==> src/hdl/aes_pkg.sv <==
`timescale 1ns / 1ps
`default_nettype none
package aes_pkg;

	typedef struct packed {
		logic        command;
		logic [63:0] block_high;
		logic [63:0] block_low;
	} aes_in_t;

	typedef struct packed {
		logic [63:0] result_high;
		logic [63:0] result_low;
	} aes_out_t;

	localparam int KeyRegs    = 4;
	localparam int StoreDepth = 60;
	localparam int CfgIdxW    = 3;
	localparam int RkAddrW    = 6;
	localparam int RndW       = 4;

	localparam logic [CfgIdxW-1:0] REG_KEY_LENGTH = 3'd4;
	localparam logic CMD_ENCRYPT = 1'b0;
	localparam logic CMD_DECRYPT = 1'b1;

	typedef enum logic [2:0] {
		ST_IDLE,
		ST_EXPAND,
		ST_LOAD,
		ST_ROUND,
		ST_DONE
	} aes_state_t;

	// controller to datapath
	typedef struct packed {
		logic              exp_init;
		logic              exp_step;
		logic              load;
		logic              round_step;
		logic              final_round;
		logic [RndW-1:0]   round;
		logic              decrypt;
		logic              done;
	} aes_cmd_t;

	// datapath to controller
	typedef struct packed {
		logic exp_last;
	} aes_sts_t;

	function automatic logic [7:0] xtime(input logic [7:0] a);
		xtime = {a[6:0], 1'b0} ^ (a[7] ? 8'h1b : 8'h00);
	endfunction

	function automatic logic [7:0] gmul(input logic [7:0] a, input logic [7:0] b);
		logic [7:0] p;
		logic [7:0] x;
		p = 8'h00;
		x = a;
		for (int k = 0; k < 8; k++) begin
			if (b[k]) p = p ^ x;
			x = xtime(x);
		end
		gmul = p;
	endfunction

	localparam logic [7:0] SBOX [256] = '{
		8'h63,8'h7c,8'h77,8'h7b,8'hf2,8'h6b,8'h6f,8'hc5,8'h30,8'h01,8'h67,8'h2b,8'hfe,8'hd7,8'hab,8'h76,
		8'hca,8'h82,8'hc9,8'h7d,8'hfa,8'h59,8'h47,8'hf0,8'had,8'hd4,8'ha2,8'haf,8'h9c,8'ha4,8'h72,8'hc0,
		8'hb7,8'hfd,8'h93,8'h26,8'h36,8'h3f,8'hf7,8'hcc,8'h34,8'ha5,8'he5,8'hf1,8'h71,8'hd8,8'h31,8'h15,
		8'h04,8'hc7,8'h23,8'hc3,8'h18,8'h96,8'h05,8'h9a,8'h07,8'h12,8'h80,8'he2,8'heb,8'h27,8'hb2,8'h75,
		8'h09,8'h83,8'h2c,8'h1a,8'h1b,8'h6e,8'h5a,8'ha0,8'h52,8'h3b,8'hd6,8'hb3,8'h29,8'he3,8'h2f,8'h84,
		8'h53,8'hd1,8'h00,8'hed,8'h20,8'hfc,8'hb1,8'h5b,8'h6a,8'hcb,8'hbe,8'h39,8'h4a,8'h4c,8'h58,8'hcf,
		8'hd0,8'hef,8'haa,8'hfb,8'h43,8'h4d,8'h33,8'h85,8'h45,8'hf9,8'h02,8'h7f,8'h50,8'h3c,8'h9f,8'ha8,
		8'h51,8'ha3,8'h40,8'h8f,8'h92,8'h9d,8'h38,8'hf5,8'hbc,8'hb6,8'hda,8'h21,8'h10,8'hff,8'hf3,8'hd2,
		8'hcd,8'h0c,8'h13,8'hec,8'h5f,8'h97,8'h44,8'h17,8'hc4,8'ha7,8'h7e,8'h3d,8'h64,8'h5d,8'h19,8'h73,
		8'h60,8'h81,8'h4f,8'hdc,8'h22,8'h2a,8'h90,8'h88,8'h46,8'hee,8'hb8,8'h14,8'hde,8'h5e,8'h0b,8'hdb,
		8'he0,8'h32,8'h3a,8'h0a,8'h49,8'h06,8'h24,8'h5c,8'hc2,8'hd3,8'hac,8'h62,8'h91,8'h95,8'he4,8'h79,
		8'he7,8'hc8,8'h37,8'h6d,8'h8d,8'hd5,8'h4e,8'ha9,8'h6c,8'h56,8'hf4,8'hea,8'h65,8'h7a,8'hae,8'h08,
		8'hba,8'h78,8'h25,8'h2e,8'h1c,8'ha6,8'hb4,8'hc6,8'he8,8'hdd,8'h74,8'h1f,8'h4b,8'hbd,8'h8b,8'h8a,
		8'h70,8'h3e,8'hb5,8'h66,8'h48,8'h03,8'hf6,8'h0e,8'h61,8'h35,8'h57,8'hb9,8'h86,8'hc1,8'h1d,8'h9e,
		8'he1,8'hf8,8'h98,8'h11,8'h69,8'hd9,8'h8e,8'h94,8'h9b,8'h1e,8'h87,8'he9,8'hce,8'h55,8'h28,8'hdf,
		8'h8c,8'ha1,8'h89,8'h0d,8'hbf,8'he6,8'h42,8'h68,8'h41,8'h99,8'h2d,8'h0f,8'hb0,8'h54,8'hbb,8'h16
	};

	localparam logic [7:0] INV_SBOX [256] = '{
		8'h52,8'h09,8'h6a,8'hd5,8'h30,8'h36,8'ha5,8'h38,8'hbf,8'h40,8'ha3,8'h9e,8'h81,8'hf3,8'hd7,8'hfb,
		8'h7c,8'he3,8'h39,8'h82,8'h9b,8'h2f,8'hff,8'h87,8'h34,8'h8e,8'h43,8'h44,8'hc4,8'hde,8'he9,8'hcb,
		8'h54,8'h7b,8'h94,8'h32,8'ha6,8'hc2,8'h23,8'h3d,8'hee,8'h4c,8'h95,8'h0b,8'h42,8'hfa,8'hc3,8'h4e,
		8'h08,8'h2e,8'ha1,8'h66,8'h28,8'hd9,8'h24,8'hb2,8'h76,8'h5b,8'ha2,8'h49,8'h6d,8'h8b,8'hd1,8'h25,
		8'h72,8'hf8,8'hf6,8'h64,8'h86,8'h68,8'h98,8'h16,8'hd4,8'ha4,8'h5c,8'hcc,8'h5d,8'h65,8'hb6,8'h92,
		8'h6c,8'h70,8'h48,8'h50,8'hfd,8'hed,8'hb9,8'hda,8'h5e,8'h15,8'h46,8'h57,8'ha7,8'h8d,8'h9d,8'h84,
		8'h90,8'hd8,8'hab,8'h00,8'h8c,8'hbc,8'hd3,8'h0a,8'hf7,8'he4,8'h58,8'h05,8'hb8,8'hb3,8'h45,8'h06,
		8'hd0,8'h2c,8'h1e,8'h8f,8'hca,8'h3f,8'h0f,8'h02,8'hc1,8'haf,8'hbd,8'h03,8'h01,8'h13,8'h8a,8'h6b,
		8'h3a,8'h91,8'h11,8'h41,8'h4f,8'h67,8'hdc,8'hea,8'h97,8'hf2,8'hcf,8'hce,8'hf0,8'hb4,8'he6,8'h73,
		8'h96,8'hac,8'h74,8'h22,8'he7,8'had,8'h35,8'h85,8'he2,8'hf9,8'h37,8'he8,8'h1c,8'h75,8'hdf,8'h6e,
		8'h47,8'hf1,8'h1a,8'h71,8'h1d,8'h29,8'hc5,8'h89,8'h6f,8'hb7,8'h62,8'h0e,8'haa,8'h18,8'hbe,8'h1b,
		8'hfc,8'h56,8'h3e,8'h4b,8'hc6,8'hd2,8'h79,8'h20,8'h9a,8'hdb,8'hc0,8'hfe,8'h78,8'hcd,8'h5a,8'hf4,
		8'h1f,8'hdd,8'ha8,8'h33,8'h88,8'h07,8'hc7,8'h31,8'hb1,8'h12,8'h10,8'h59,8'h27,8'h80,8'hec,8'h5f,
		8'h60,8'h51,8'h7f,8'ha9,8'h19,8'hb5,8'h4a,8'h0d,8'h2d,8'he5,8'h7a,8'h9f,8'h93,8'hc9,8'h9c,8'hef,
		8'ha0,8'he0,8'h3b,8'h4d,8'hae,8'h2a,8'hf5,8'hb0,8'hc8,8'heb,8'hbb,8'h3c,8'h83,8'h53,8'h99,8'h61,
		8'h17,8'h2b,8'h04,8'h7e,8'hba,8'h77,8'hd6,8'h26,8'he1,8'h69,8'h14,8'h63,8'h55,8'h21,8'h0c,8'h7d
	};

	function automatic logic [31:0] sub_word(input logic [31:0] w);
		sub_word = {SBOX[w[31:24]], SBOX[w[23:16]], SBOX[w[15:8]], SBOX[w[7:0]]};
	endfunction

endpackage
`default_nettype wire

==> src/hdl/aes_ctrl.sv <==
`timescale 1ns / 1ps
`default_nettype none
module aes_ctrl (
	input  wire logic            clk,
	input  wire logic            arst_n,
	input  wire logic            start,
	input  wire logic            command,
	input  wire logic            cfg_write,
	input  wire logic [1:0]      key_length,
	input  wire aes_pkg::aes_sts_t sts,
	output aes_pkg::aes_cmd_t    cmd,
	output logic                 busy
);
	import aes_pkg::*;

	aes_state_t          state_q, state_next;
	logic                keys_ready_q;
	logic                decrypt_q;
	logic [RndW-1:0]     round_q;
	logic [RndW-1:0]     nr;

	always_comb begin
		unique case (key_length)
			2'd0:    nr = RndW'(10);
			2'd1:    nr = RndW'(12);
			default: nr = RndW'(14);
		endcase
	end

	always_comb begin
		state_next = state_q;
		unique case (state_q)
			ST_IDLE: begin
				if (start) state_next = keys_ready_q ? ST_LOAD : ST_EXPAND;
			end
			ST_EXPAND: begin
				if (sts.exp_last) state_next = ST_LOAD;
			end
			ST_LOAD:  state_next = ST_ROUND;
			ST_ROUND: begin
				if (round_q == nr) state_next = ST_DONE;
			end
			ST_DONE:  state_next = ST_IDLE;
			default:  state_next = ST_IDLE;
		endcase
	end

	always_comb begin
		cmd = '0;
		cmd.decrypt = decrypt_q;
		cmd.round = decrypt_q ? nr - round_q : round_q;
		cmd.final_round = (round_q == nr);
		unique case (state_q)
			ST_IDLE:   cmd.exp_init = start && !keys_ready_q;
			ST_EXPAND: cmd.exp_step = 1'b1;
			ST_LOAD:   begin
				cmd.load = 1'b1;
				cmd.round = decrypt_q ? nr : '0;
			end
			ST_ROUND:  cmd.round_step = 1'b1;
			ST_DONE:   cmd.done = 1'b1;
			default:   cmd = '0;
		endcase
	end

	assign busy = (state_q != ST_IDLE);

	always_ff @(posedge clk or negedge arst_n) begin
		if (!arst_n) begin
			state_q      <= ST_IDLE;
			keys_ready_q <= 1'b0;
			decrypt_q    <= 1'b0;
			round_q      <= '0;
		end else begin
			state_q <= state_next;
			if (cfg_write) keys_ready_q <= 1'b0;
			else if (state_q == ST_EXPAND && sts.exp_last) keys_ready_q <= 1'b1;
			if (state_q == ST_IDLE && start) decrypt_q <= command;
			if (state_q == ST_LOAD) round_q <= RndW'(1);
			else if (state_q == ST_ROUND) round_q <= round_q + RndW'(1);
		end
	end

	property p_expand_keys;
		@(posedge clk) disable iff (!arst_n)
		(state_q == ST_LOAD) |-> keys_ready_q;
	endproperty
	assert property (p_expand_keys) else $error("load without expanded keys");

	property p_round_bound;
		@(posedge clk) disable iff (!arst_n)
		(state_q == ST_ROUND) |-> (round_q <= nr && round_q != '0);
	endproperty
	assert property (p_round_bound) else $error("round counter out of range");

	property p_done_follows;
		@(posedge clk) disable iff (!arst_n)
		(state_q == ST_DONE) |=> (state_q == ST_IDLE);
	endproperty
	assert property (p_done_follows) else $error("done not followed by idle");
endmodule
`default_nettype wire

==> config.mk <==
export PLATFORM = sky130hd
export DESIGN_NAME = aes_ctrl
export DESIGN_NICKNAME = d
export VERILOG_FILES = /design/src/hdl/aes_pkg.sv /design/src/hdl/aes_ctrl.sv
export SDC_FILE = /design/constraint.sdc
export NUM_CORES = 1
export LEC_CHECK = 0
export BUFFER_PORTS_ARGS = -buffer_cell sky130_fd_sc_hd__clkbuf_2
export CAP_MARGIN = 10
export CORE_UTILIZATION = 40
export CTS_CLUSTER_SIZE = 20
export DETAILED_ROUTE_END_ITERATION = 12
export GPL_ROUTABILITY_DRIVEN = 0
export GPL_TIMING_DRIVEN = 0
export PLACE_DENSITY = 0.62
export RECOVER_POWER = 100
export SLEW_MARGIN = 0
export SYNTH_ARGS = -nofsm -noshare
export SYNTH_HDL_FRONTEND = slang
export SYNTH_SLANG_ARGS = --single-unit
==> constraint.sdc <==
create_clock -name clk -period 4.15 [get_ports clk]
set_input_delay 0.415 -clock clk [delete_from_list [all_inputs] [get_ports clk]]
set_output_delay 0.415 -clock clk [all_outputs]
set_load 0.005 [all_outputs]
Word-level counts from Yosys, hierarchy flattened
Cells that the tools add are included.

cells by class
  add/sub/neg operators = 2
  multiplexer cells = 20
  eq/ne operators = 9
  reductions and logical operators = 12

operator list
  operator               number
  $mux W4                4
  $pmux W3 S4            1
  $mux W1                9
  $mux W3                3
  $pmux W4 S2            1
  $eq A3 B2 Y1 const B   2
  $ne A2 B2 Y1 const B   3
  $pmux W3 S2            1
  $reduce_or A5 Y1       1
  $add A4 B1 Y4 const B  1
  $eq A4 B4 Y1           1
  $reduce_bool A2 Y1     2
  $reduce_or A4 Y1       1
  $sub A4 B4 Y4          1
  $eq A3 B1 Y1 const B   1
  $eq A3 B3 Y1 const B   1
  $logic_and A1 B1 Y1    3
  $logic_not A3 Y1       1
  $reduce_and A3 Y1      1
  $reduce_bool A3 Y1     1
  $eq A2 B1 Y1 const B   1
  $logic_not A2 Y1       1
  $mux W2                1
  $logic_not A1 Y1       1

storage, ports and cells
  bits in registers = 9
  bits of input ports = 8
  output and inout port bits = 12

Logic depth before layout (Yosys ltp)
Gate-level depths: netlist (run 1).

  depth after elaboration = 5
  gate-level depth with buffers = 7

Least setup slack after synthesis (run 1)
Ideal clock, no wire load.

  path kind = input port to output port
  from = input port key_length[1]
  to = output port cmd[5] (netlist bit)
  path buffers = 0
  data required time = 3.735 ns
  path slack = 2.115 ns
  data arrival time = 1.620 ns
  cell stages on the path = 6
  path through = or2_2 > ha_1 > nor2_1 > a211o_1 > o22ai_1 > a31o_1

RTL lines
  what         RTL line        source
  from (decl)  aes_ctrl.sv:9   input wire logic [1:0] key_length,
  to (decl)    aes_ctrl.sv:11  output aes_pkg::aes_cmd_t cmd,

==> flow_metrics.py, run 1 <==
metrics = {
    "worst_setup_path": {
        "worstPathRequired_ns": 3.73,
        "path_cells": "clkbuf_2 -> or2_2 -> ha_1 -> nor2_1 -> a211o_1 -> o22ai_1 -> a31o_1 -> clkbuf_1",
        "path_max_fanout": 4,
        "startpoint_type": "input pin",
        "cp.arrival_ns": 1.87,
        "r2r-start": "round_q[1]",
        "path_delay_family": "compound AO/OA/AOI/OAI gates",
        "critical_path_buf_inv_count": 2,
        "cp.depth": 8,
        "slowest_stage": "ha_1",
        "timing.reg2reg.worst_path_depth": 7,
        "crit_path_max_incr_delay_ns": 0.35,
        "worstSetupPathType": "in -> out",
        "worst_setup_path_end_kind": "output port",
        "ff2ff_setup_slack_ns": 2.49,
        "rr_endpoint": "state_q[0]",
    },
    "timing": {
        "max_freq_ghz": 0.437,
        "post-route-period-util_pct": 55.2,
        "finalSetupTns_ns": 0,
        "finalHoldViolations": 0,
        "final.min_clock_period_ns": 2.29,
        "clock-skew-final_ns": 0.00163,
        "worst_pin_slew_ns": 0.538,
        "max-slew-margin-rel_pct": 64.1,
        "rsz0062_at_grt": "no",
        "setup_violations": 0,
        "finalMaxSlewViolations": 0,
    },
    "drt": {
        "drt-wirelength-per-cell_um": 12.1,
        "num_vias": 699,
        "drt-initial-drc-count": 12,
        "drt-vias-per-instance": 5.07,
        "drt_first_pass_iters": 4,
        "ant_nets": 0,
        "drt-total-wl_um": 1660,
        "remaining_drc_errors": 0,
    },
    "job": {
        "drv_cap": 0,
    },
    "floorplanning": {
        "rows": 15,
        "die_x_um": 45.4,
        "core_um2": 1750,
        "die_y_um": 45.4,
        "ioPinCount": 20,
        "start_util_pct": 43.2,
        "dieArea_um2": 2060,
    },
    "pwr": {
        "p_leak_uw": 0.000417,
        "irDropWorstVdd_uv": 313,
        "powerDensity_nw_per_um2": 732,
        "finalPower_uw": 641,
    },
    "global_routing": {
        "first_global_vias": 581,
        "grt-ovfl-total": 0,
        "grt_pass1_wl_um": 2550,
        "antenna_found_initial": 0,
        "grt_usage_pct": 17.7,
        "grt_max_degree": 11,
    },
    "synthesis": {
        "synth-edff-count": 0,
        "avgSynthCellArea_um2": 8.37,
        "yosysSeqAreaShare_pct": 29.9,
        "synth_flop_cell": "dfrtp_1",
        "synth_cell_type_count": 40,
        "synth-seq-cells": 9,
        "ys_async_sr_fraction_pct": 100,
        "synth_fp_nets": 103,
        "postSynthCellCount": 90,
        "yosysWarnings": 0,
        "syn_area_um2": 753,
    },
    "finish": {
        "diodes": 0,
        "design_area_um2": 876,
        "nets": 127,
        "area_growth_pct": 16.3,
        "drive_above_1_share_pct": 21.2,
    },
    "run_status": {
        "status": "completed",
    },
    "clock_network": {
        "clock-root-buffer": "clkbuf_4",
        "holdBufCountCts": 0,
        "post_cts_buffers": 0,
        "htree_levels": 1,
        "cts_sinks": 9,
        "numCtsBuffers": 3,
        "clk_pin_slew_ns": 0.07,
        "cts_tree": "built",
        "clkLatencyLatePin_ns": 0.27,
        "cts_resized": 0,
        "cts.path.max_buffers": 2,
    },
    "placement": {
        "dpl_cell_area_um2": 880,
        "port_buffers": 19,
        "hpwl_um": 1280,
    },
    "min_path": {
        "hold_class": "in -> async",
    },
}
worst max-delay path by stage:
stage / startpoint / to / slack [ns]
finish: key_length[1] / cmd[5] / 1.86
global route: round_q[2] / cmd[5] / 1.76
CTS: key_length[1] / cmd[5] / 1.85
detailed placement: key_length[1] / cmd[5] / 1.85
global placement: key_length[1] / cmd[5] / 1.87
floorplan: key_length[1] / cmd[5] / 2.12
routing by layer:
layer | track usage [%] | wire length (um)
met1 | 24.4 | 845
met2 | 24.9 | 738
met3 | 3.57 | 53
met4 | 11.5 | 25
met5 | 0 | 0
stage by stage:
| step | setup WS [ns] | hold slack [ns] | std cells | util (%) |
|---|---|---|---|---|
| 3_3_place_gp | 1.87 | 0.295 | 134 | 50.4 |
| 4_1_cts | 1.85 | 0.00241 | 138 | 51.9 |
| 2_1_floorplan | 2.12 | 0.119 | 90 | - |
| 5_1_grt | 1.76 | 0.132 | 138 | 50.2 |
| 6_report | 1.86 | 0.0947 | 138 | 50.2 |
| 3_5_place_dp | 1.85 | 0.297 | 134 | 50.4 |
Yosys cell counts, drive strengths merged, types with 2 or more instances:
cell type | instances | share of area, %
nor2 | 10 | 6.0
nand3 | 4 | 2.7
a22o | 2 | 2.7
nand2b | 2 | 2.7
a21oi | 5 | 3.3
dfrtp | 9 | 30
inv | 6 | 3.0
o21ai | 10 | 6.6
buf | 4 | 3.8
ha | 4 | 6.6
nand3b | 2 | 2.5
or2 | 2 | 1.7
and2 | 2 | 1.7
nand2 | 9 | 4.5
final cells by class:
cell class | instances | area (um^2)
fill | 189 | 870
multi-input combinational | 70 | 459
sequential | 9 | 225
timing repair buffer | 19 | 87.6
tap | 25 | 31.3
clock buffer | 4 | 26.3
buffer | 5 | 23.8
inverter | 6 | 22.5
cells by family after synthesis:
logic type               after synthesis  synth area share, %
buffers and inverters                 11                 7.31
flip-flops                             9                 29.9
adder cells (fa/ha/maj)                5                 9.30
multiplexers                           1                 1.99
AND/OR/NAND/NOR                       36                 27.2
AO/OA/AOI/OAI                         27                 23.1
XOR/XNOR                               1                 1.16
layout by cell type (no fill, tap or decap), types with 2 or more instances in the layout:
cell,n
a21oi_1,5
nand2_1,9
dfrtp_1,9
ha_1,4
a22o_2,2
clkbuf_1,9
nor2_1,10
inv_1,6
clkbuf_2,13
o21ai_0,9
nand3_1,4
clkbuf_4,4
sequential cells by signal, indices dropped and copies added (netlist names):
register      count
state_q           3
keys_ready_q      1
round_q           4
decrypt_q         1
where the power goes:
part	leakage [uW]	internal, uW	switching [uW]
Clock	0.0000150	37.2	35.2
Combinational	0.000290	189	220
Sequential	0.000112	123	36.5
No activity file was read; power rests on OpenSTA's default activity.
==> inputs of run 2 (changes only) <==
Settings changed: ABC_AREA set to 1, PLACE_DENSITY 0.62 to 0.63.
Clock period 4.15 ns to 2.4 ns, I/O delays scaled along.
==> run 2 against run 1 <==
Net effect:
- the flow now finishes with violations (design-rule violations)
- utilization is 2.2 points higher
- final area shrank 6.7%
- die area shrank 7.9%
- clock power is 66% higher
- clock skew up 0.0050 ns
- setup slack lost 1.4 ns
- critical path depth decreased by 3
- clock-buffer cell count did not move
- non-clock buffer count down 3
- critical endpoint is now cmd[3]
- highest routed layer unchanged
==> flow_metrics.py, run 2 <==
metrics = {
    "placement": {
        "port_buffers": 19,
        "placedCellCount": 134,
        "preCtsSetupSlack_ns": 0.641,
        "hpwl_um": 1240,
    },
    "synthesis": {
        "synth_compound_area_share_pct": 12.3,
        "synth_top_family_by_area": "simple AND/OR/NAND/NOR gates",
        "yosys-top-cells-count": "26 x nand2_1, 16 x inv_1, 12 x nand3_1, 10 x nor2_1, 9 x dfrtp_1",
        "synth_cell_type_count": 19,
        "syn_area_um2": 691,
        "synth_flop_cell": "dfrtp_1",
        "synth_xor_area_share_pct": 1.27,
        "synth_mux_area_share_pct": 0,
        "synth_fp_nets": 112,
        "synth-edff-count": 0,
        "synth-simple-area-share_pct": 33.3,
        "postSynthCellCount": 99,
        "synth-seq-cells": 9,
        "synth_most_common_cell": "nand2_1",
        "yosysWarnings": 0,
        "avgSynthCellArea_um2": 6.98,
        "synth_area_leader_cell": "dfrtp_1",
        "yosysSeqAreaShare_pct": 32.6,
        "synth_area_leaders": "dfrtp_1 33%, nand2_1 14%, nand3_1 8.7%, inv_1 8.7%, ha_1 7.2%",
        "netlist.area_leader.share_pct": 32.6,
        "ys_async_sr_fraction_pct": 100,
        "post_synth_fa_ha_maj_area_fraction_pct": 10.1,
    },
    "floorplanning": {
        "start_util_pct": 44.3,
        "die_x_um": 43.6,
        "die_y_um": 43.6,
        "dieArea_um2": 1900,
        "ioPinCount": 20,
        "core_um2": 1560,
        "rows": 14,
    },
    "run_status": {
        "status": "finished, violations left",
        "violations": "design-rule violations",
    },
    "clock_network": {
        "cts_sinks": 9,
        "clock-root-buffer": "clkbuf_4",
        "cts.path.max_buffers": 2,
        "cts_tree": "built",
        "htree_levels": 1,
        "clk_pin_slew_ns": 0.06,
        "numCtsBuffers": 3,
        "clkLatencyLatePin_ns": 0.26,
    },
    "min_path": {
        "min_to": "keys_ready_q",
        "worstHoldStart": "cfg_write",
        "hold_class": "in -> reg",
        "worstHoldPathCells": 2,
    },
    "timing": {
        "worst_pin_slew_ns": 0.507,
        "post-route-period-util_pct": 80.2,
        "rsz0062_at_grt": "no",
        "finalHoldViolations": 0,
        "finalMaxSlewViolations": 0,
        "final.min_clock_period_ns": 1.93,
        "max_freq_ghz": 0.519,
        "setup_ws_ns": 0.474,
        "setup_violations": 0,
        "finalSetupTns_ns": 0,
        "clock-skew-final_ns": 0.00668,
        "max-slew-margin-rel_pct": 66.2,
    },
    "drt": {
        "drt-total-wl_um": 1550,
        "drt-vias-per-instance": 4.98,
        "wl_met2_um": 721,
        "drt-wirelength-per-cell_um": 11.1,
        "drt_first_pass_iters": 8,
        "num_vias": 692,
        "drt-initial-drc-count": 13,
        "remaining_drc_errors": 4,
        "ant_nets": 0,
        "routed.top_layer": "met4",
        "wl_met3_um": 76,
        "wl_met1_um": 718,
    },
    "worst_setup_path": {
        "rr_endpoint": "state_q[0]",
        "worst_setup_path_end_kind": "output port",
        "ff2ff_setup_slack_ns": 0.82,
        "cp.arrival_ns": 1.69,
        "path_cells": "inv_1 -> fa_1 -> o211ai_1 -> o21ai_2 -> clkbuf_2",
        "slowest_stage": "fa_1",
        "startpoint_type": "register",
        "crit_path_max_incr_delay_ns": 0.45,
        "r2r-start": "round_q[1]",
        "timing.reg2reg.worst_path_depth": 7,
        "worstPathRequired_ns": 2.16,
        "worstSetupPathType": "reg -> out",
        "path_max_fanout": 6,
    },
    "finish": {
        "fin_util_pct": 52.4,
        "nets": 137,
        "final_cell_mix": "26 x nand2_1, 17 x inv_1, 15 x clkbuf_2",
        "final_cells": 139,
        "regMostFlops": "round_q",
        "reg_top3": "round_q (4), state_q (3)",
        "area_growth_pct": 18.3,
        "drive_above_1_share_pct": 17.1,
        "diodes": 0,
        "largest_reg_flops": 4,
        "layout_commonest_cell": "nand2_1",
    },
    "global_routing": {
        "grt_usage_pct": 20.3,
        "first_global_vias": 674,
        "antenna_found_initial": 0,
        "grt_pass1_wl_um": 2780,
        "grt-ovfl-total": 0,
        "grt_max_degree": 10,
    },
    "pwr": {
        "irDropWorstVdd_uv": 611,
        "p_leak_uw": 0.000462,
        "powerDensity_nw_per_um2": 1360,
    },
    "job": {
        "drv_cap": 0,
    },
}
## run 2: layout make-up
| cell class | instances | area [um^2] |
|---|---|---|
| Buffer | 1 | 7.51 |
| Timing Repair Buffer | 20 | 100 |
| Tap cell | 16 | 20.0 |
| Multi-Input combinational cell | 72 | 374 |
| Clock buffer | 4 | 26.3 |
| Inverter | 17 | 63.8 |
| Sequential cell | 9 | 225 |
| Fill cell | 170 | 742 |
## run 2: critical path: cells and delay by family, from the launching register on
kind	cells	cell delay, ns
AO/OA/AOI/OAI	2	0.31
flip-flops	1	0.39
adder cells (fa/ha/maj)	1	0.45
buffers and inverters	2	0.28
## run 2: kinds of logic (layout without fill, tap and decap cells)
logic type	Yosys count	in the layout
AND/OR/NAND/NOR	52	52
buffers and inverters	18	42
AO/OA/AOI/OAI	14	14
flip-flops	9	9
adder cells (fa/ha/maj)	5	5
XOR/XNOR	1	1
## run 2: per-stage QoR
stage	power, uW	hold WS (ns)	instance area [um^2]
after floorplan	801	-0.0556	691
after global placement	1020	0.112	806
after detailed placement	1040	0.112	806
after CTS	1170	0.118	842
after global routing	1260	0.115	817
final	1110	0.119	817
## run 2: how the worst max path moves through the flow
stage | startpoint | endpoint | slack, ns | depth (start not counted)
floorplan | key_length[1] | cmd[5] | 0.94 | 8
global placement | key_length[1] | cmd[5] | 0.70 | 10
detailed placement | key_length[0] | cmd[4] | 0.64 | 10
CTS | round_q[1] | cmd[4] | 0.49 | 7
global route | round_q[0] | cmd[3] | 0.35 | 5
finish | round_q[0] | cmd[3] | 0.47 | 5
## run 2: where the power goes
group / internal, uW / switching, uW
Clock: 64.2 / 55.5
Sequential: 217 / 57.6
Combinational: 280 / 435
Total: 561 / 548
## run 2: timing repair
action / 4_1_cts / 5_1_grt
hold buffers: 1 / 0
gates resized for setup: 0 / 0
setup buffers: 0 / 0
hold endpoints to repair: 9 / 0
setup endpoints to repair: 0 / 0
## run 2: metal layers
| layer | track usage [%] | up-vias |
|---|---|---|
| li1 | - | 365 |
| met1 | 23.9 | 307 |
| met2 | 33.7 | 16 |
| met3 | 6.25 | 4 |
| met4 | 9.38 | 0 |
| met5 | 0 | - |
